`src/rtl/core/stiu_ram.sv`:
```
// ----------------------------------------------------------------------------
// stiu_ram
// Generic simple dual-port RAM: one write port, one read port, registered read.
// ----------------------------------------------------------------------------
module stiu_ram #(
    parameter int WIDTH = 8,
    parameter int DEPTH = 16
) (
    input  logic                     clk,
    input  logic                     we,
    input  logic [$clog2(DEPTH)-1:0] waddr,
    input  logic [WIDTH-1:0]         wdata,
    input  logic [$clog2(DEPTH)-1:0] raddr,
    output logic [WIDTH-1:0]         rdata
);

    logic [WIDTH-1:0] mem [DEPTH];

    always_ff @(posedge clk)
    begin
        if (we)
        begin
            mem[waddr] <= wdata;
        end
        rdata <= mem[raddr];
    end

endmodule

```
`config.mk`:
```
export PLATFORM = sky130hd
export DESIGN_NAME = stiu_ram
export DESIGN_NICKNAME = d
export VERILOG_FILES = /design/src/rtl/core/stiu_ram.sv
export SDC_FILE = /design/constraint.sdc
export NUM_CORES = 1
export LEC_CHECK = 0
export ABC_AREA = 1
export BUFFER_PORTS_ARGS = -buffer_cell sky130_fd_sc_hd__buf_2
export CORE_UTILIZATION = 51
export DETAILED_ROUTE_END_ITERATION = 6
export PLACE_DENSITY = 0.8
export SLEW_MARGIN = 20
export SYNTH_ARGS = -nofsm -noshare
export SYNTH_HDL_FRONTEND = slang
export SYNTH_SLANG_ARGS = --single-unit
export TNS_END_PERCENT = 20
```
`constraint.sdc`:
```
create_clock -name clk -period 1.3 [get_ports clk]
set_input_delay 0.065 -clock clk [delete_from_list [all_inputs] [get_ports clk]]
set_output_delay 0.065 -clock clk [all_outputs]
set_load 0.02 [all_outputs]
```
* Word-level counts from Yosys, hierarchy flattened
Memories as Yosys holds them, arrays and structs flattened. A register that Yosys moved wholly into a read port is not among the register bits. Index checks and enable logic that the tools add are counted.
Storage, ports and cells: register bits 0, memory bits (writable) 128, input bits 18, output and inout bits 8, logic and storage cells 3, memories 1
Memories:
- mem | depth 16, width 8, read ports 1, clocked after memory_dff 1, write ports 1, line 17 | logic [WIDTH-1:0] mem [DEPTH];
Operators by class: mux-type cells 2
Operator list (count):
- $mux 1 | 2

* Depth between registers and ports, before layout
depth after elaboration 2, gate-level depth with buffers 8, gate-level depth less buffers 7

* Worst setup path before layout
OpenSTA, ideal clock, no wires.
path type input port to flip-flop, from in waddr[2], to mem mem[10][0] (enable), library setup time 0.370 ns, arrival time 0.646 ns, data required time 0.930 ns, slack 0.284 ns, cell stages on the path 2, buffers on the path 0, cells stage by stage nand3b_1 -> nor2_1
RTL lines:
- start, declared | line 11 | input logic [$clog2(DEPTH)-1:0] waddr,
- end, declared | line 17
Straight into the memory's write port.

==> flow_metrics.env <==
export IMPL_worst_endpoint_required_ns=1.58
export IMPL_critPathKind="register to register"
export IMPL_arrival_ns=1.39
export IMPL_syn_to_final_growth_pct=17.2
export IMPL_startpoint="mem[4][0]"
export IMPL_cts_resized_gates=0
export IMPL_syn_area_um2=5770
export IMPL_drtAntennaViolNets=0
export IMPL_period_share_pct=85.4
export IMPL_cpPeakStageDelay_ns=0.41
export IMPL_post_drt_wl_per_cell_um=17.2
export IMPL_reg2reg_from="mem[4][0]"
export IMPL_slew_headroom_pct=73.5
export IMPL_track_usage_pct=24.7
export IMPL_drtPass1Iterations=4
export IMPL_r2r_cells=6
export IMPL_clk_path_buf_depth=2
export IMPL_start_util_pct=52.7
export IMPL_die_h_um=108
export IMPL_synth_most_common_cell="nand2_1"
export IMPL_p_per_area_nw_per_um2=1590
export IMPL_endpoint_kind="register"
export IMPL_tns_ns=0
export IMPL_yosysTopAreaCell="edfxtp_1"
export IMPL_fmax_mhz=901
export IMPL_vias_per_cell=5.20
export IMPL_final_nets=615
export IMPL_synth_seq_cells=136
export IMPL_rsz0062_at_grt="false"
export IMPL_grt_overflow_total=0
export IMPL_r2r_end="rdata[0]"
export IMPL_r2r_setup_slack_ns=0.19
export IMPL_clock_sinks=136
export IMPL_status="finished clean"
export IMPL_place_ws_ns=0.159
export IMPL_max_cap_violations=0
export IMPL_synth_edf_count=128
export IMPL_endpoint="rdata[0]"
export IMPL_synth_yosys_seq_area_share_pct=69.4
export IMPL_grt_pass1_wl_um=20400
export IMPL_multi_input_area_um2=1210
export IMPL_clkTransAtPathRegs_ns=0.06
export IMPL_numCtsBuffers=17
export IMPL_cts_root_buf="clkbuf_16"
export IMPL_yosys_area_top_type_share_pct=66.7
export IMPL_drive_above_1_share_pct=13.1
export IMPL_drt_iter0_drc=344
export IMPL_num_vias=3903
export IMPL_setup_slack_ns=0.190
export IMPL_yosys_warnings=0
export IMPL_gr_max_usage_layer="met2"
export IMPL_synthArstFlopShare_pct=0
export IMPL_cp_num_cells=6
export IMPL_min_from="wdata[2]"
export IMPL_portBuffers=25
export IMPL_use_met3_pct=5.61
export IMPL_clock_latency_ns=0.41
export IMPL_fin_worst_skew_ns=0.00938
export IMPL_syn_area_per_cell_um2=10.5
export IMPL_routed_wl_um=12900
export IMPL_rows=38
export IMPL_slowest_stage="edfxtp_1"
export IMPL_fin_util_pct=61.8
export IMPL_cp_max_fo=1
export IMPL_grt_max_degree=65
export IMPL_path_delay_family="simple AND/OR/NAND/NOR gates"
export IMPL_grt_pass1_vias=3930
export IMPL_grtUsageMet1_pct=30.2
export IMPL_worstMarginPinSlew_ns=0.398
export IMPL_power_leakage_nw=2.95
export IMPL_regArea_um2=4000
export IMPL_finalHoldViolations=0
export IMPL_ys_top_cells_by_area="edfxtp_1 (67%), nand2_1 (11%), nand3_1 (8.4%)"
export IMPL_design_area_um2=6760
export IMPL_grtUsageMet2_pct=42.0
export IMPL_crit_chain="inv_1 -> nand2_1 -> nand3_1 -> nand3_1 -> nand3_1 -> nand2_1"
export IMPL_n_antenna_cell=0
export IMPL_cts_tree="built"
export IMPL_critPathLaunchType="register"
export IMPL_antenna_found_initial=0
export IMPL_die_x_um=108
export IMPL_hold_path_class="primary input to register"
export IMPL_period_needed_ns=1.11
export IMPL_synthDistinctLibCells=12
export IMPL_cpMostUsedCell="nand3_1"
export IMPL_htreeDepth=4
export IMPL_detailed_place_hpwl_um=7730
export IMPL_setup_violations=0
export IMPL_core_area_um2=10900
export IMPL_drcViolationCount=0
export IMPL_die_area_um2=11700
export IMPL_ys_flop_type="edfxtp_1"
export IMPL_drv_slew=0
export IMPL_nFillCells=835
export IMPL_synth_cells=551
export IMPL_ios=26
export IMPL_place_area_um2=6110
export IMPL_gp_congestion=0.889
export IMPL_synth_common_cells="nand2_1 (173), edfxtp_1 (128), inv_1 (100)"
export IMPL_synthesis_nets=569
export IMPL_crit_buf_inv=1
export IMPL_peakVddDrop_v=0.00203
[through the flow]
step | std cells | total power (W) | hold WS, ns
after floorplan | 551 | 0.00540 | 0.164
after global placement | 717 | 0.00563 | 0.427
after detailed placement | 717 | 0.00565 | 0.425
after CTS | 750 | 0.0108 | 0.0590
after global routing | 750 | 0.0110 | 0.0632
final | 750 | 0.0107 | 0.0703
[what timing repair did]
item,CTS,global route
buffers inserted,0,0
hold buffers,1,0
endpoints found under the hold margin,1,0
[worst min path at each step]
stage                endpoint  slack (ns)  depth (start not counted)
floorplan           mem[0][0]        0.16                          0
finish              mem[6][2]        0.07                          1
global placement     rdata[7]        0.43                          3
detailed placement   rdata[2]        0.42                          3
global route        mem[7][2]        0.06                          1
CTS                 mem[6][2]        0.06                          1
[layer usage]
| layer | share of wire [%] | up-vias |
|---|---|---|
| met2 | 51 | 168 |
| met5 | 0 | - |
| li1 | - | 1868 |
| met1 | 39 | 1838 |
| met4 | 2.8 | 0 |
| met3 | 6.4 | 29 |
[cell usage in the layout, fill, tap and decap left out]
| cell | n |
|---|---|
| buf_12 | 2 |
| buf_2 | 25 |
| buf_4 | 23 |
| bufinv_16 | 5 |
| clkbuf_1 | 1 |
| clkbuf_16 | 17 |
| clkinv_1 | 3 |
| clkinv_2 | 1 |
| clkinv_4 | 1 |
| clkinvlp_4 | 4 |
| dfxtp_1 | 8 |
| dlygate4sd3_1 | 1 |
| edfxtp_1 | 128 |
| inv_1 | 100 |
| inv_2 | 2 |
| nand2_1 | 173 |
| nand3_1 | 97 |
| nand3b_1 | 2 |
| nor2_1 | 17 |
[cell families (layout without fill, tap and decap cells)]
| group | after synthesis | after routing | share of synthesized area (%) |
|---|---|---|---|
| buffers and inverters | 126 | 185 | 9.52 |
| and+or+nand+nor | 289 | 289 | 21.0 |
| DFF | 136 | 136 | 69.4 |
[state kept, by name, summed over array words and instances (netlist names)]
signal / cells
mem: 128
rdata: 8
[report_power, final]
group | leakage, nW | internal (W) | switching [W]
clock | 0.295 | 0.00338 | 0.00177
sequential | 1.22 | 0.00490 | 0.0000321
combinational | 1.43 | 0.000189 | 0.000451
total | 2.95 | 0.00847 | 0.00225
[final cells by class]
class / count / area share, %
Inverter: 102 / 5.67
Multi-Input combinational cell: 289 / 18.0
Clock buffer: 18 / 6.35
Clock inverter: 14 / 3.04
Timing Repair Buffer: 51 / 5.15
Tap cell: 140 / 2.59
Sequential cell: 136 / 59.2
[worst register-to-register path, cell delays in order (launching register included)]
cell	delay (ns)
edfxtp_1	0.41
inv_1	0.08
nand2_1	0.05
nand3_1	0.07
nand3_1	0.12
nand3_1	0.15
nand2_1	0.11
Note: power is estimated with default switching activity, not from simulation.
