### src/rtl/core/stiu_pkg.sv
// ----------------------------------------------------------------------------
// stiu_pkg
// Types and fixed field widths for the sorted table insert unit.
// ----------------------------------------------------------------------------
package stiu_pkg;

    localparam int KEY_W     = 31;
    localparam int PAYLOAD_W = 64;
    localparam int ENTRY_W   = KEY_W + PAYLOAD_W;
    localparam int OUT_W     = 9;

    typedef logic [KEY_W-1:0]     key_t;
    typedef logic [PAYLOAD_W-1:0] payload_t;

    typedef enum logic [1:0] {
        ST_INSERTED  = 2'd0,
        ST_DUPLICATE = 2'd1,
        ST_FULL      = 2'd2
    } status_t;

    typedef struct packed {
        status_t           status;
        logic [OUT_W-1:0]  position;
        logic [OUT_W-1:0]  total;
    } result_t;

endpackage

### src/rtl/core/stiu_seq.sv
// ----------------------------------------------------------------------------
// stiu_seq
// Search and shift sequencer: binary search over the RAM, then a one-slot
// move of every later entry, then the write of the new record.
// ----------------------------------------------------------------------------
module stiu_seq #(
    parameter int TABLE_DEPTH = 256
) (
    input  logic                             clk,
    input  logic                             rst_n,
    input  logic                             in_valid,
    output logic                             in_stall,
    input  stiu_pkg::key_t                   record_key,
    input  stiu_pkg::payload_t               record_payload,
    output logic                             ram_we,
    output logic [$clog2(TABLE_DEPTH)-1:0]   ram_waddr,
    output logic [stiu_pkg::ENTRY_W-1:0]     ram_wdata,
    output logic [$clog2(TABLE_DEPTH)-1:0]   ram_raddr,
    input  logic [stiu_pkg::ENTRY_W-1:0]     ram_rdata,
    output logic                             res_valid,
    input  logic                             res_ready,
    output stiu_pkg::result_t                res
);

    import stiu_pkg::*;

    localparam int AW = $clog2(TABLE_DEPTH);
    localparam int CW = $clog2(TABLE_DEPTH + 1);
    localparam logic [CW-1:0] ONE  = CW'(1);
    localparam logic [CW-1:0] FULL = CW'(TABLE_DEPTH);

    typedef enum logic [2:0] {
        S_IDLE,
        S_PROBE,
        S_CMP,
        S_SHIFT,
        S_WRITE,
        S_DONE
    } state_t;

    state_t         state_reg, state_next;
    key_t           key_reg, key_next;
    payload_t       payload_reg, payload_next;
    logic [CW-1:0]  lo_reg, lo_next;
    logic [CW-1:0]  hi_reg, hi_next;
    logic [CW-1:0]  mid_reg, mid_next;
    logic [CW-1:0]  src_reg, src_next;
    logic [CW-1:0]  pos_reg, pos_next;
    logic [CW-1:0]  count_reg, count_next;
    status_t        status_reg, status_next;

    logic [CW-1:0]  mid_w;
    logic [CW-1:0]  cnt_dec_w;
    logic [CW-1:0]  src_dec_w;
    logic [CW-1:0]  src_inc_w;
    key_t           probe_key;

    assign mid_w     = lo_reg + ((hi_reg - lo_reg) >> 1);
    assign cnt_dec_w = count_reg - ONE;
    assign src_dec_w = src_reg - ONE;
    assign src_inc_w = src_reg + ONE;
    assign probe_key = ram_rdata[ENTRY_W-1:PAYLOAD_W];

    assign in_stall     = (state_reg != S_IDLE);
    assign res_valid    = (state_reg == S_DONE);
    assign res.status   = status_reg;
    assign res.position = OUT_W'(pos_reg);
    assign res.total    = OUT_W'(count_reg);

    always_comb
    begin
        state_next   = state_reg;
        key_next     = key_reg;
        payload_next = payload_reg;
        lo_next      = lo_reg;
        hi_next      = hi_reg;
        mid_next     = mid_reg;
        src_next     = src_reg;
        pos_next     = pos_reg;
        count_next   = count_reg;
        status_next  = status_reg;
        ram_we       = 1'b0;
        ram_waddr    = '0;
        ram_wdata    = {key_reg, payload_reg};
        ram_raddr    = '0;

        case (state_reg)
            S_IDLE:
            begin
                if (in_valid)
                begin
                    key_next     = record_key;
                    payload_next = record_payload;
                    lo_next      = '0;
                    hi_next      = count_reg;
                    state_next   = S_PROBE;
                end
            end
            S_PROBE:
            begin
                if (lo_reg < hi_reg)
                begin
                    ram_raddr  = mid_w[AW-1:0];
                    mid_next   = mid_w;
                    state_next = S_CMP;
                end
                else
                begin
                    pos_next = lo_reg;
                    if (count_reg == FULL)
                    begin
                        status_next = ST_FULL;
                        state_next  = S_DONE;
                    end
                    else if (count_reg == lo_reg)
                    begin
                        state_next = S_WRITE;
                    end
                    else
                    begin
                        // start the move at the top entry
                        ram_raddr  = cnt_dec_w[AW-1:0];
                        src_next   = cnt_dec_w;
                        state_next = S_SHIFT;
                    end
                end
            end
            S_CMP:
            begin
                if (probe_key == key_reg)
                begin
                    pos_next    = mid_reg;
                    status_next = ST_DUPLICATE;
                    state_next  = S_DONE;
                end
                else
                begin
                    if (key_reg < probe_key)
                    begin
                        hi_next = mid_reg;
                    end
                    else
                    begin
                        lo_next = mid_reg + ONE;
                    end
                    state_next = S_PROBE;
                end
            end
            S_SHIFT:
            begin
                // data of src arrives now; next read two slots below the write
                ram_we    = 1'b1;
                ram_waddr = src_inc_w[AW-1:0];
                ram_wdata = ram_rdata;
                if (src_reg == pos_reg)
                begin
                    state_next = S_WRITE;
                end
                else
                begin
                    ram_raddr = src_dec_w[AW-1:0];
                    src_next  = src_dec_w;
                end
            end
            S_WRITE:
            begin
                ram_we      = 1'b1;
                ram_waddr   = pos_reg[AW-1:0];
                ram_wdata   = {key_reg, payload_reg};
                count_next  = count_reg + ONE;
                status_next = ST_INSERTED;
                state_next  = S_DONE;
            end
            S_DONE:
            begin
                if (res_ready)
                begin
                    state_next = S_IDLE;
                end
            end
            default:
            begin
                state_next = S_IDLE;
            end
        endcase
    end

    always_ff @(posedge clk or negedge rst_n)
    begin
        if (!rst_n)
        begin
            state_reg   <= S_IDLE;
            count_reg   <= '0;
            key_reg     <= '0;
            payload_reg <= '0;
            lo_reg      <= '0;
            hi_reg      <= '0;
            mid_reg     <= '0;
            src_reg     <= '0;
            pos_reg     <= '0;
            status_reg  <= ST_INSERTED;
        end
        else
        begin
            state_reg   <= state_next;
            count_reg   <= count_next;
            key_reg     <= key_next;
            payload_reg <= payload_next;
            lo_reg      <= lo_next;
            hi_reg      <= hi_next;
            mid_reg     <= mid_next;
            src_reg     <= src_next;
            pos_reg     <= pos_next;
            status_reg  <= status_next;
        end
    end

endmodule

### config.mk
export PLATFORM = sky130hd
export DESIGN_NAME = stiu_seq
export DESIGN_NICKNAME = d
export VERILOG_FILES = /design/src/rtl/core/stiu_pkg.sv /design/src/rtl/core/stiu_seq.sv
export SDC_FILE = /design/constraint.sdc
export NUM_CORES = 1
export LEC_CHECK = 0
export BUFFER_PORTS_ARGS = -buffer_cell sky130_fd_sc_hd__buf_2
export CORE_ASPECT_RATIO = 1.2
export CORE_MARGIN = 1
export CORE_UTILIZATION = 40
export DETAILED_ROUTE_END_ITERATION = 10
export GPL_TIMING_DRIVEN = 0
export PLACE_DENSITY_LB_ADDON = 0.25
export SYNTH_ARGS = -nofsm -noshare
export SYNTH_HDL_FRONTEND = slang
export SYNTH_SLANG_ARGS = --single-unit
### constraint.sdc
create_clock -name clk -period 3.8 [get_ports clk]
set_input_delay 0.57 -clock clk [delete_from_list [all_inputs] [get_ports clk]]
set_output_delay 0.57 -clock clk [all_outputs]
set_load 0.05 [all_outputs]
# Word-level counts from Yosys, hierarchy flattened
# Index checks and enable logic that the tools add are counted.
# word_totals
elab_cells	91
in_bits	194
ff_bits	154
# op_classes
n_addsub	7
reduce_logical	15
n_lt_le_gt_ge	2
eq_ne	21
n_mux	36
# op_table
op	n
$mux 9	12
$mux 95	1
$pmux 9 s2	4
$mux 8	4
$pmux 8 s2	2
$eq 31x31->1	1
$lt 31x31->1	1
$ne 2x2->1 const B	11
$mux 3	7
$add 9x1->9 const B	2
$eq 9x9->1	2
$pmux 3 s6	1
$sub 9x1->9 const B	2
$reduce_and 4->1	3
$add 9x8->9	1
$eq 9x9->1 const B	1
$lt 9x9->1	1
$sub 9x9->9	1
$add 8x1->8 const B	1
$eq 3x2->1 const B	2
$eq 3x3->1 const B	2
$mux 2	3
$pmux 2 s3	1
$reduce_and 3->1	2
other kinds (9)	13

# Depth between registers and ports, before layout
# Gate-level depths: netlist of the first run.
# logic_depth
word_depth	5
ltp_mapped	16

# Worst setup path after synthesis of the first run
# No wires, ideal clock.
# synth_timing
kind	reg2out
startpoint	reg lo_reg[0]
endpoint	out ram_raddr[7]
stages_incl_launch_ff	14
setup_slack_ns	-0.417
required_ns	3.230
path_buffers	0
t_arrival_ns	3.647
cell_sequence	dfrtp_1 > ha_1 > fa_1 > nor2b_1 > o21ai_0 > a21boi_0 > nor2_1 > ha_1 > and3_1 > a221o_1 > o41ai_1 > xnor2_1 > nor2_1 > o22ai_1
# synth_via
elab_chain_cells	5
word_cells_on_any_way	8
cone_classes	add/sub (2); order compare (1); eq/ne (1); mux (4)
# synth_rtl
item	line_no	rtl
start, declared	stiu_seq.sv:44	logic [CW-1:0] lo_reg, lo_next;
start signal, assigned	stiu_seq.sv:209	lo_reg <= lo_next;
branches (longest 3 deep; another with $sub 9x9->9)	n/a	
$mux 8 (*)	stiu_seq.sv:101	if (lo_reg < hi_reg)
$pmux 8 s2 (*)	stiu_seq.sv:87	case (state_reg)
end, declared	stiu_seq.sv:18	output logic [$clog2(TABLE_DEPTH)-1:0] ram_raddr,
# Mark *: on every way between the ends.

# Final worst setup path of the first run
# layout_timing
startpoint	reg lo_reg[0]
endpoint	out ram_raddr[5]
# Same word-level chain as after synthesis.

==> results of run 1 <==
[per-layer routing]
layer,track usage,wire length (um),vias to the layer above
met3,0.0603,2110,71
met5,0,0,-
li1,-,-,5066
met2,0.466,17200,368
met1,0.306,13300,4825
met4,0.126,1430,0
[through the flow]
step                 util  std cells  cell area (um2)  setup WS, ps
detailed placement  0.498       1963            12000          -650
global route        0.539       2013            13000          -615
floorplan               -       1315             9940          -143
global placement    0.497       1962            12000          -603
finish              0.539       2013            13000          -529
CTS                 0.530       2010            12800          -506
[worst paths after layout]
check                                               to  slack, ps  depth (start not counted)
min in group clk           payload_reg[32]$_DFFE_PN0P_        330                          3
max in group asynchronous       src_reg[0]$_DFFE_PN0P_       2880                          2
setup / recovery                          ram_raddr[5]       -530                         15
setup reg to reg                mid_reg[8]$_DFFE_PN0P_        490                         17
hold / removal                 key_reg[21]$_DFFE_PN0P_         50                          1
hold reg to reg            payload_reg[44]$_DFFE_PN0P_        470                          2
[timing repair]
action / 4_1_cts / 5_1_grt
resized for setup: 31 / 40
pin swaps: 17 / 29
endpoints found under the setup margin: 8 / 68
buffers inserted: 16 / 3
[placed cells by master, fill, tap and decap left out, types with 4 or more instances in the layout]
cell                        count
sky130_fd_sc_hd__nor2_1        41
sky130_fd_sc_hd__inv_6          4
sky130_fd_sc_hd__inv_1         60
sky130_fd_sc_hd__nand4_1       14
sky130_fd_sc_hd__or2_2          4
sky130_fd_sc_hd__buf_4         21
sky130_fd_sc_hd__nand3_1       13
sky130_fd_sc_hd__xnor2_1       30
sky130_fd_sc_hd__buf_2        329
sky130_fd_sc_hd__clkbuf_16     17
sky130_fd_sc_hd__a41oi_1        9
sky130_fd_sc_hd__nor3_1        15
sky130_fd_sc_hd__o31a_1         7
sky130_fd_sc_hd__xor2_1        29
sky130_fd_sc_hd__a21oi_1       25
sky130_fd_sc_hd__xnor2_2        4
sky130_fd_sc_hd__nand2_1      552
sky130_fd_sc_hd__buf_1          7
sky130_fd_sc_hd__o22a_1         8
sky130_fd_sc_hd__clkbuf_1      55
sky130_fd_sc_hd__dfrtp_2        7
sky130_fd_sc_hd__a21o_1         7
sky130_fd_sc_hd__o221ai_1       6
sky130_fd_sc_hd__o22ai_1       19
sky130_fd_sc_hd__ha_4           4
sky130_fd_sc_hd__a31oi_1       10
sky130_fd_sc_hd__nor4_1         4
sky130_fd_sc_hd__dfrtp_1      147
sky130_fd_sc_hd__nor2_2         4
sky130_fd_sc_hd__o21ai_0       66
sky130_fd_sc_hd__buf_6          7
sky130_fd_sc_hd__nor2b_1        4
sky130_fd_sc_hd__ha_1          49
sky130_fd_sc_hd__a211oi_1       7
sky130_fd_sc_hd__a2bb2oi_1      9
sky130_fd_sc_hd__and3_1         9
sky130_fd_sc_hd__o21a_1         5
sky130_fd_sc_hd__o211ai_1       4
[area by class of cell]
class / count / share of cell area
Sequential cell: 154 / 0.297
Inverter: 63 / 0.0184
Antenna cell: 2 / 0.000385
Tap cell: 320 / 0.0308
Clock buffer: 18 / 0.0338
Clock inverter: 14 / 0.0105
Multi-Input combinational cell: 1021 / 0.443
Buffer: 74 / 0.0232
Timing Repair Buffer: 347 / 0.143
[logic make-up after synthesis]
kind of cell | after synthesis | synth area share
and+or+nand+nor | 688 | 0.286
AOI/OAI and AO/OA | 212 | 0.141
DFF | 154 | 0.388
buffers and inverters | 140 | 0.0552
xor gates and xnor gates | 64 | 0.0565
adders and majority gates | 56 | 0.0721
muxes | 1 | 0.00113
[worst reg2reg max path, cell delays in order (launching register included)]
cell	delay (ps)
sky130_fd_sc_hd__dfrtp_2	460
sky130_fd_sc_hd__ha_4	190
sky130_fd_sc_hd__fa_2	390
sky130_fd_sc_hd__nor2b_1	130
sky130_fd_sc_hd__o21ai_1	100
sky130_fd_sc_hd__a21boi_1	210
sky130_fd_sc_hd__buf_4	160
sky130_fd_sc_hd__o21ai_4	50
sky130_fd_sc_hd__nor2b_4	140
sky130_fd_sc_hd__xnor2_2	150
sky130_fd_sc_hd__ha_4	280
sky130_fd_sc_hd__o21a_1	130
sky130_fd_sc_hd__a21oi_2	80
sky130_fd_sc_hd__buf_4	140
sky130_fd_sc_hd__buf_4	120
sky130_fd_sc_hd__a21oi_1	200
sky130_fd_sc_hd__xnor2_1	160
sky130_fd_sc_hd__a21oi_1	90
==> metrics.cfg, run 1 <==
[outcome]
run_status=finished, violations left
violated_checks=setup timing

[sta]
fin_setup_tns_ps=-1620
finalHoldWorstSlack_ps=53.1
part_of_the_cycle_the_worst_path_needs=1.14
report.final.setup_viol=4
max_freq_mhz=231
unrepaired_setup_endpoints_after_global_routing=true
slew-limit-headroom=0.239
report.final.hold_viol_count=0
fin_skew_ps=11.5
final.setup.worst_slack_ps=-529
layout_min_cycle_time_ps=4330
drv_slew=0
worstMarginPinSlew_ps=1130

[layout]
drive_above_1_share=0.267
layout.area.seq_um2=3860
syn2layout_area_growth_pct=31.0
number_of_flip_flops_under_the_largest_register_name=64
finalNetCount=1928
fill_cells=2345
multi_input_area_um2=5760

[yosys]
synth_seq_area_share=0.388
ys_top_cells_by_area=sky130_fd_sc_hd__dfrtp_1 39%, sky130_fd_sc_hd__nand2_1 21%, sky130_fd_sc_hd__ha_1 6.8%, sky130_fd_sc_hd__o21ai_0 3.5%, sky130_fd_sc_hd__xnor2_1 3.1%
dominantRegCellSynth=sky130_fd_sc_hd__dfrtp_1
async_reset_ff_frac=1.00
syn-mean-instance-area_um2=7.55
synth_cells=1315
ys_ff_latch=154
netlist.area_leader.share=0.388
synth-edff-count=0
syn-num-nets=1565
syn_area_um2=9930
synth.most_common_cell=sky130_fd_sc_hd__nand2_1
synth_top_area_cell=sky130_fd_sc_hd__dfrtp_1
ys_warn_count=0
synth_cell_type_count=65
synth_top_cells_by_count=552 x sky130_fd_sc_hd__nand2_1, 154 x sky130_fd_sc_hd__dfrtp_1, 70 x sky130_fd_sc_hd__o21ai_0

[floorplanning]
vertical_die_dimension_um=175
ios=328
die_width_um=146
die_area_um2=25500
core_region_area_um2=24100
initial_core_util=0.412
rows=62

[setup_path]
critical_path_arrival_ps=3760
end_kind=primary output
required_worst_endpoint_ps=3230
critical_path.top_delay_family=compound AO/OA/AOI/OAI gates
critical_path_class=reg -> out
crit_path_cell_trace=ha_4 > fa_2 > nor2b_1 > o21ai_1 > a21boi_1 > nor2_1 > ha_1 > and3_1 > a221o_1 > buf_6 > nor2_4 > xnor2_2 > nor2_1 > o22ai_2 > buf_6
max_stage_delay_on_crit_path_ps=460
crit_start=lo_reg[0]$_DFFE_PN0P_
rr_startpoint=lo_reg[0]$_DFFE_PN0P_
crit_fanout=3
worst_setup_path_start_kind=flip-flop
cp_slowest_cell=sky130_fd_sc_hd__dfrtp_2
cp.buffers_inverters=2

[hold_path]
min_path_type=in -> async

[clock_tree]
clk_latency_ps=430
cts_tree=done
h_tree_levels=4
ctsLongestPathBuffers=2
cts-root-buf=sky130_fd_sc_hd__clkbuf_16
cts.hold.buffers_added=0
path_clk_slew_ps=70
cts_inserted_buffers=17
cts.sink_count=154

[global_routing]
largest_net_degree_at_the_start_of_global_routing=94
grt_overflow=0
antenna_found_initial=2
grt.total_usage=0.266
global_route_wire_length_before_repair_mm=52.8
vias_in_the_first_global_route=10100

[route]
routed_via_density=5.13
post_drt_wl_per_cell_um=16.9
drtIter0Drc=717
drt.antenna.violating_nets=0
final_routed_wirelength_mm=34.0
drcViolationCount=0
detailroute.via_count=10300
firstDrtPassIters=5

[placed_design]
port_buffers=327
hpwlAfterDp_mm=26.0
routabilityCongestion=0.915

[run]
max_cap_viol_count=0

Power of run 1 is not shown: default switching activity piles up to over one toggle a cycle in this logic, so the estimate is an artifact.
==> inputs of run 2 (changes only) <==
- ABC_AREA: not set -> 1
- CORE_UTILIZATION: 40 -> 47
- GPL_TIMING_DRIVEN: 0 -> not set
==> metrics.cfg, run 2 <==
[outcome]
run_status=finished clean  ; was finished, violations left

[placed_design]
dpl-instance-area_um2=12000  ; about the same
port_buffers=327  ; unchanged
hpwlAfterDp_mm=26.7  ; was 26.0 mm
routabilityCongestion=0.960  ; was 0.915

[run]
max_cap_viol_count=0  ; unchanged

[layout]
finalNetCount=1841  ; was 1928
drive_above_1_share=0.324  ; was 0.267
final_util=0.610  ; was 0.539
syn2layout_area_growth_pct=26.9  ; was 31.0%
most-common-layout-cells=459 x sky130_fd_sc_hd__nand2_1, 323 x sky130_fd_sc_hd__buf_2, 153 x sky130_fd_sc_hd__dfrtp_1  ; was 552 x sky130_fd_sc_hd__nand2_1, 329 x sky130_fd_sc_hd__buf_2, 147 x sky130_fd_sc_hd__dfrtp_1
finalInstanceArea_um2=12800  ; was 13000 um2
number_of_flip_flops_under_the_largest_register_name=64  ; unchanged
layout_commonest_cell=sky130_fd_sc_hd__nand2_1  ; unchanged

[route]
firstDrtPassIters=6  ; was 5
routed_via_density=5.15  ; was 5.13
drt.antenna.violating_nets=0  ; unchanged
final_routed_wirelength_mm=33.3  ; was 34.0 mm
post_drt_wl_per_cell_um=17.7  ; was 16.9 um
detailroute.via_count=9700  ; was 10300
drtIter0Drc=545  ; was 717
drcViolationCount=0  ; unchanged

[global_routing]
vias_in_the_first_global_route=9205  ; was 10100
global_route_wire_length_before_repair_mm=49.9  ; was 52.8 mm
largest_net_degree_at_the_start_of_global_routing=83  ; was 94
antenna_found_initial=10  ; was 2
grt_overflow=0  ; unchanged
grt.total_usage=0.303  ; was 0.266

[setup_path]
end_kind=primary output  ; unchanged
crit_fanout=5  ; was 3
crit_path_cell_trace=ha_4 > fa_2 > o21ai_2 > buf_6 > xor2_2 > ha_4 > nand2_1 > nand2_1 > a31o_2 > xor2_2 > nand2_1 > nand2_1 > nand2_1 > clkbuf_4  ; was ha_4 > fa_2 > nor2b_1 > o21ai_1 > a21boi_1 > nor2_1 > ha_1 > and3_1 > a221o_1 > buf_6 > nor2_4 > xnor2_2 > nor2_1 > o22ai_2 > buf_6
required_worst_endpoint_ps=3230  ; about the same
cp_slowest_cell=sky130_fd_sc_hd__dfrtp_1  ; was sky130_fd_sc_hd__dfrtp_2
critical_path.top_delay_family=adder cells  ; was compound AO/OA/AOI/OAI gates
critical_path_arrival_ps=3090  ; was 3760 ps
max_stage_delay_on_crit_path_ps=410  ; was 460 ps
critical_path_s_most_frequent_cell=sky130_fd_sc_hd__nand2_1
cp.buffers_inverters=2  ; unchanged
critical_path_class=reg -> out  ; unchanged
worst_setup_path_start_kind=flip-flop  ; unchanged

[clock_tree]
ctsLongestPathBuffers=2  ; unchanged
h_tree_levels=4  ; unchanged
cts-root-buf=sky130_fd_sc_hd__clkbuf_16  ; unchanged
cts_inserted_buffers=17  ; unchanged
cts.sink_count=154  ; unchanged
clk_latency_ps=430  ; about the same
cts_tree=done  ; unchanged
path_clk_slew_ps=80  ; was 70 ps

[yosys]
synth_compound_gate_area_share=0.0723  ; was 0.141
syn-mean-instance-area_um2=7.98  ; was 7.55 um2
syn-num-nets=1516  ; was 1565
ys_top_cells_by_area=sky130_fd_sc_hd__dfrtp_1 38%, sky130_fd_sc_hd__nand2_1 17%, sky130_fd_sc_hd__ha_1 6.7%, sky130_fd_sc_hd__mux2_2 6.2%, sky130_fd_sc_hd__mux2_1 4.2%  ; was sky130_fd_sc_hd__dfrtp_1 39%, sky130_fd_sc_hd__nand2_1 21%, sky130_fd_sc_hd__ha_1 6.8%, sky130_fd_sc_hd__o21ai_0 3.5%, sky130_fd_sc_hd__xnor2_1 3.1%
ys_ff_latch=154  ; unchanged
async_reset_ff_frac=1.00  ; unchanged
netlist.area_leader.share=0.381  ; was 0.388
synth_top_cells_by_count=463 x sky130_fd_sc_hd__nand2_1, 154 x sky130_fd_sc_hd__dfrtp_1, 105 x sky130_fd_sc_hd__inv_1  ; was 552 x sky130_fd_sc_hd__nand2_1, 154 x sky130_fd_sc_hd__dfrtp_1, 70 x sky130_fd_sc_hd__o21ai_0
synth_xor_xnor_area_share=0.0338  ; was 0.0565
synth_top_family_by_area=simple AND/OR/NAND/NOR gates  ; unchanged
synth_seq_area_share=0.381  ; was 0.388
synth_cell_type_count=46  ; was 65
synth_cells=1266  ; was 1315
dominantRegCellSynth=sky130_fd_sc_hd__dfrtp_1  ; unchanged
syn_area_um2=10100  ; was 9930 um2
synth.most_common_cell=sky130_fd_sc_hd__nand2_1  ; unchanged
ys_warn_count=0  ; unchanged
synth_top_area_cell=sky130_fd_sc_hd__dfrtp_1  ; unchanged
synth_adder_area_share=0.0708  ; was 0.0721
post_synth_mux_area_share=0.105  ; was 0.00113
fraction_of_the_mapped_netlist_area_in_simple_logic_gates=0.266  ; was 0.286
synth-edff-count=0  ; unchanged

[floorplanning]
vertical_die_dimension_um=163  ; was 175 um
rows=58  ; was 62
initial_core_util=0.480  ; was 0.412
die_area_um2=22100  ; was 25500 um2
die_width_um=136  ; was 146 um
core_region_area_um2=21000  ; was 24100 um2
ios=328  ; unchanged

[sta]
part_of_the_cycle_the_worst_path_needs=0.962  ; was 1.14
fin_skew_ps=16.4  ; was 11.5 ps
finalHoldWorstSlack_ps=164  ; was 53.1 ps
drv_slew=0  ; unchanged
report.final.setup_viol=0  ; was 4
slew-limit-headroom=0.410  ; was 0.239
layout_min_cycle_time_ps=3660  ; was 4330 ps
max_freq_mhz=273  ; was 231 MHz
report.final.hold_viol_count=0  ; unchanged
worstMarginPinSlew_ps=885  ; was 1130 ps
unrepaired_setup_endpoints_after_global_routing=true  ; unchanged

[hold_path]
min_path_type=in -> async  ; unchanged

run 2: cell types whose count changed in the layout (fill, tap and decap cells not counted), moves of 19 or more:
cell and change:
sky130_fd_sc_hd__clkbuf_1 -55, sky130_fd_sc_hd__inv_1 +42, sky130_fd_sc_hd__mux2_1 +38, sky130_fd_sc_hd__mux2_2 +55, sky130_fd_sc_hd__nand2_1 -93, sky130_fd_sc_hd__nand3_1 +48
sky130_fd_sc_hd__xnor2_1 -19
run 2: logic make-up (layout without fill, tap and decap cells):
family,Yosys count,count (layout)
simple gates,630,630
buf+inv,161,499
other cells,0,8
compound gates,132,132
flops,154,154
fa+ha+maj,56,56
mux,94,94
xor+xnor,39,39
run 2: metal layers:
layer  track usage  share of wire  up-vias
met5             0        0.00069        -
met4         0.168          0.046        4
met3        0.0607          0.058       76
met2         0.535           0.51      314
met1         0.339           0.39     4543
li1              -              -     4763
run 2: final cells by class:
| cell class | count | area (um2) |
|---|---|---|
| Antenna cell | 8 | 20.0 |
| Clock inverter | 15 | 156 |
| Fill cell | 1971 | 8220 |
| Timing Repair Buffer | 353 | 1870 |
| Multi-Input combinational cell | 951 | 5720 |
| Tap cell | 270 | 338 |
| Sequential cell | 154 | 3850 |
| Inverter | 114 | 435 |
| Clock buffer | 17 | 425 |
run 2: stage by stage:
stage | setup slack (ps) | instances | setup TNS, ps
finish | 143 | 1882 | 0
global route | -9.82 | 1879 | -9.82
CTS | 1.79 | 1873 | 0
detailed placement | 90.2 | 1837 | 0
global placement | 87.3 | 1837 | 0
floorplan | 404 | 1266 | 0
run 2: final timing paths:
check                                       startpoint                           to  slack, ps  cells past startpoint
max                              lo_reg[0]$_DFFE_PN0P_                 ram_raddr[4]        140                     14
min                                              rst_n      key_reg[11]$_DFFE_PN0P_        160                      1
max reg2reg                      lo_reg[0]$_DFFE_PN0P_       mid_reg[8]$_DFFE_PN0P_       1080                     14
min reg2reg                payload_reg[56]$_DFFE_PN0P_  payload_reg[56]$_DFFE_PN0P_        490                      1
max in group asynchronous                        rst_n        lo_reg[1]$_DFFE_PN0P_       2770                      2
min in group clk                    record_payload[41]  payload_reg[41]$_DFFE_PN0P_        360                      2
run 2: repair_timing:
| action | 4_1_cts | 5_1_grt |
|---|---|---|
| pin swaps | 8 | 7 |
| gates resized for setup | 19 | 28 |
| hold buffers | 0 | 0 |
| buffers inserted | 4 | 1 |
| endpoints found under the setup margin | 4 | 5 |
Power of run 2 is left out for the same reason.
==> inputs of run 3 (changes only) <==
- CORE_ASPECT_RATIO: 1.2 -> not set
==> metrics.cfg, run 3 (synthesis results as in run 2) <==
[outcome]
run_status=finished clean  ; unchanged

[sta]
worstMarginPinSlew_ps=903  ; was 885 ps
fin_setup_tns_ps=0  ; unchanged
part_of_the_cycle_the_worst_path_needs=0.986  ; was 0.962
max_freq_mhz=267  ; was 273 MHz
fin_skew_ps=11.8  ; was 16.4 ps
slew-limit-headroom=0.398  ; was 0.410
report.final.setup_viol=0  ; unchanged
drv_slew=0  ; unchanged
report.final.hold_viol_count=0  ; unchanged
layout_min_cycle_time_ps=3750  ; was 3660 ps

[placed_design]
port_buffers=327  ; unchanged
dpl-instance-area_um2=11900  ; was 12000 um2
routabilityCongestion=0.941  ; was 0.960
hpwlAfterDp_mm=24.0  ; was 26.7 mm
dpl.cell_count=1835  ; was 1837

[setup_path]
end_kind=primary output  ; unchanged
required_worst_endpoint_ps=3230  ; about the same
crit_fanout=5  ; unchanged
worst_setup_path_start_kind=flip-flop  ; unchanged
critical_path_arrival_ps=3180  ; was 3090 ps
max_stage_delay_on_crit_path_ps=400  ; was 410 ps
critical_path_class=reg -> out  ; unchanged
cp_slowest_cell=sky130_fd_sc_hd__fa_2  ; was sky130_fd_sc_hd__dfrtp_1
crit_path_cell_trace=inv_2 > ha_4 > fa_2 > o21ai_2 > buf_6 > xor2_1 > ha_1 > nand2_1 > nand2_1 > a31o_2 > xor2_2 > nand2_1 > nand2_1 > nand2_1 > buf_4  ; was ha_4 > fa_2 > o21ai_2 > buf_6 > xor2_2 > ha_4 > nand2_1 > nand2_1 > a31o_2 > xor2_2 > nand2_1 > nand2_1 > nand2_1 > clkbuf_4
critical_path_s_most_frequent_cell=sky130_fd_sc_hd__nand2_1  ; unchanged

[layout]
number_of_flip_flops_under_the_largest_register_name=64  ; unchanged
drive_above_1_share=0.320  ; was 0.324
post_layout_nonfiller_instances=1882  ; unchanged
fill_cells=1960  ; was 1971
syn2layout_area_growth_pct=26.3  ; was 26.9%
finalInstanceArea_um2=12800  ; about the same
layout_commonest_cell=sky130_fd_sc_hd__nand2_1  ; unchanged
finalNetCount=1843  ; was 1841
multi_input_area_um2=5670  ; was 5720 um2
most-common-layout-cells=461 x sky130_fd_sc_hd__nand2_1, 323 x sky130_fd_sc_hd__buf_2, 153 x sky130_fd_sc_hd__dfrtp_1  ; was 459 x sky130_fd_sc_hd__nand2_1, 323 x sky130_fd_sc_hd__buf_2, 153 x sky130_fd_sc_hd__dfrtp_1
layout.area.seq_um2=3850  ; unchanged

[floorplanning]
vertical_die_dimension_um=149  ; was 163 um
die_width_um=149  ; was 136 um
ios=328  ; unchanged
initial_core_util=0.481  ; was 0.480
core_region_area_um2=21000  ; about the same
die_area_um2=22100  ; about the same
rows=53  ; was 58

[clock_tree]
cts_inserted_buffers=17  ; unchanged
cts-root-buf=sky130_fd_sc_hd__clkbuf_16  ; unchanged
cts_tree=done  ; unchanged
path_clk_slew_ps=70  ; was 80 ps
h_tree_levels=4  ; unchanged
cts.sink_count=154  ; unchanged
clk_latency_ps=420  ; was 430 ps
ctsLongestPathBuffers=2  ; unchanged

[global_routing]
antenna_found_initial=2  ; was 10
vias_in_the_first_global_route=9033  ; was 9205
largest_net_degree_at_the_start_of_global_routing=87  ; was 83
grt_overflow=0  ; unchanged
grt.total_usage=0.277  ; was 0.303
global_route_wire_length_before_repair_mm=47.0  ; was 49.9 mm

[route]
firstDrtPassIters=5  ; was 6
drcViolationCount=0  ; unchanged
post_drt_wl_per_cell_um=16.3  ; was 17.7 um
final_routed_wirelength_mm=30.7  ; was 33.3 mm
drtIter0Drc=583  ; was 545
drt.antenna.violating_nets=0  ; unchanged
detailroute.via_count=9750  ; was 9700
routed_via_density=5.18  ; was 5.15

[run]
max_cap_viol_count=0  ; unchanged

[hold_path]
min_path_type=in -> async  ; unchanged

==> run 3: area by class of cell <==
class / count / share of cell area
antenna: 1 / 0.000196
tap: 275 / 0.0270
clock inverter: 14 / 0.0118
timing repair buffer: 355 / 0.147
sequential: 154 / 0.302
inverter: 114 / 0.0341
multi-input combinational: 951 / 0.445
clock buffer: 18 / 0.0336
==> run 3: worst max-delay path, delay by kind of cell (launching register included) <==
family	cells	cell delay (ps)
adders and majority gates	3	870
DFF	1	390
buffers and inverters	3	380
AOI/OAI and AO/OA	2	380
xor gates and xnor gates	2	370
and+or+nand+nor	5	360
==> run 3: per-stage QoR <==
stage          hold slack, ps  worst slack (ps)  utilization
6_report                  194              54.5        0.607
5_1_grt                   263             -60.1        0.607
4_1_cts                   227              7.61        0.599
3_5_place_dp              468               209        0.567
3_3_place_gp              461               191        0.567
2_1_floorplan             274               404            -
==> run 3: path summary, 6_finish.rpt <==
check                                                from                     endpoint  slack [ps]  cells past startpoint
worst max-delay path                hi_reg[0]$_DFFE_PN0P_                 ram_raddr[4]          50                     15
worst min-delay path                                rst_n  payload_reg[15]$_DFFE_PN0P_         190                      1
worst max register to register      lo_reg[5]$_DFFE_PN0P_       mid_reg[8]$_DFFE_PN0P_        1100                     13
worst min register to register  status_reg[0]$_DFFE_PN0P_    status_reg[0]$_DFFE_PN0P_         480                      2
max in group asynchronous                           rst_n       pos_reg[1]$_DFFE_PN0P_        2690                      2
min in group clk                       record_payload[34]  payload_reg[34]$_DFFE_PN0P_         350                      2
==> run 3: timing repair <==
item                       4_1_cts  5_1_grt
setup endpoints to repair        4        5
hold buffers                     0        0
gates resized for setup         15       23
pin swaps                        3       12
setup buffers                    5        9
==> run 3: metal layers <==
| metal | wire, um | part of all wire | GRT usage | vias up |
|---|---|---|---|---|
| met5 | 11 | 0.00036 | 0 | - |
| met4 | 948 | 0.031 | 0.117 | 2 |
| met3 | 1580 | 0.051 | 0.0356 | 72 |
| met2 | 15600 | 0.51 | 0.478 | 328 |
| met1 | 12600 | 0.41 | 0.347 | 4597 |
| li1 | - | - | - | 4751 |
Power of run 3 is left out for the same reason.
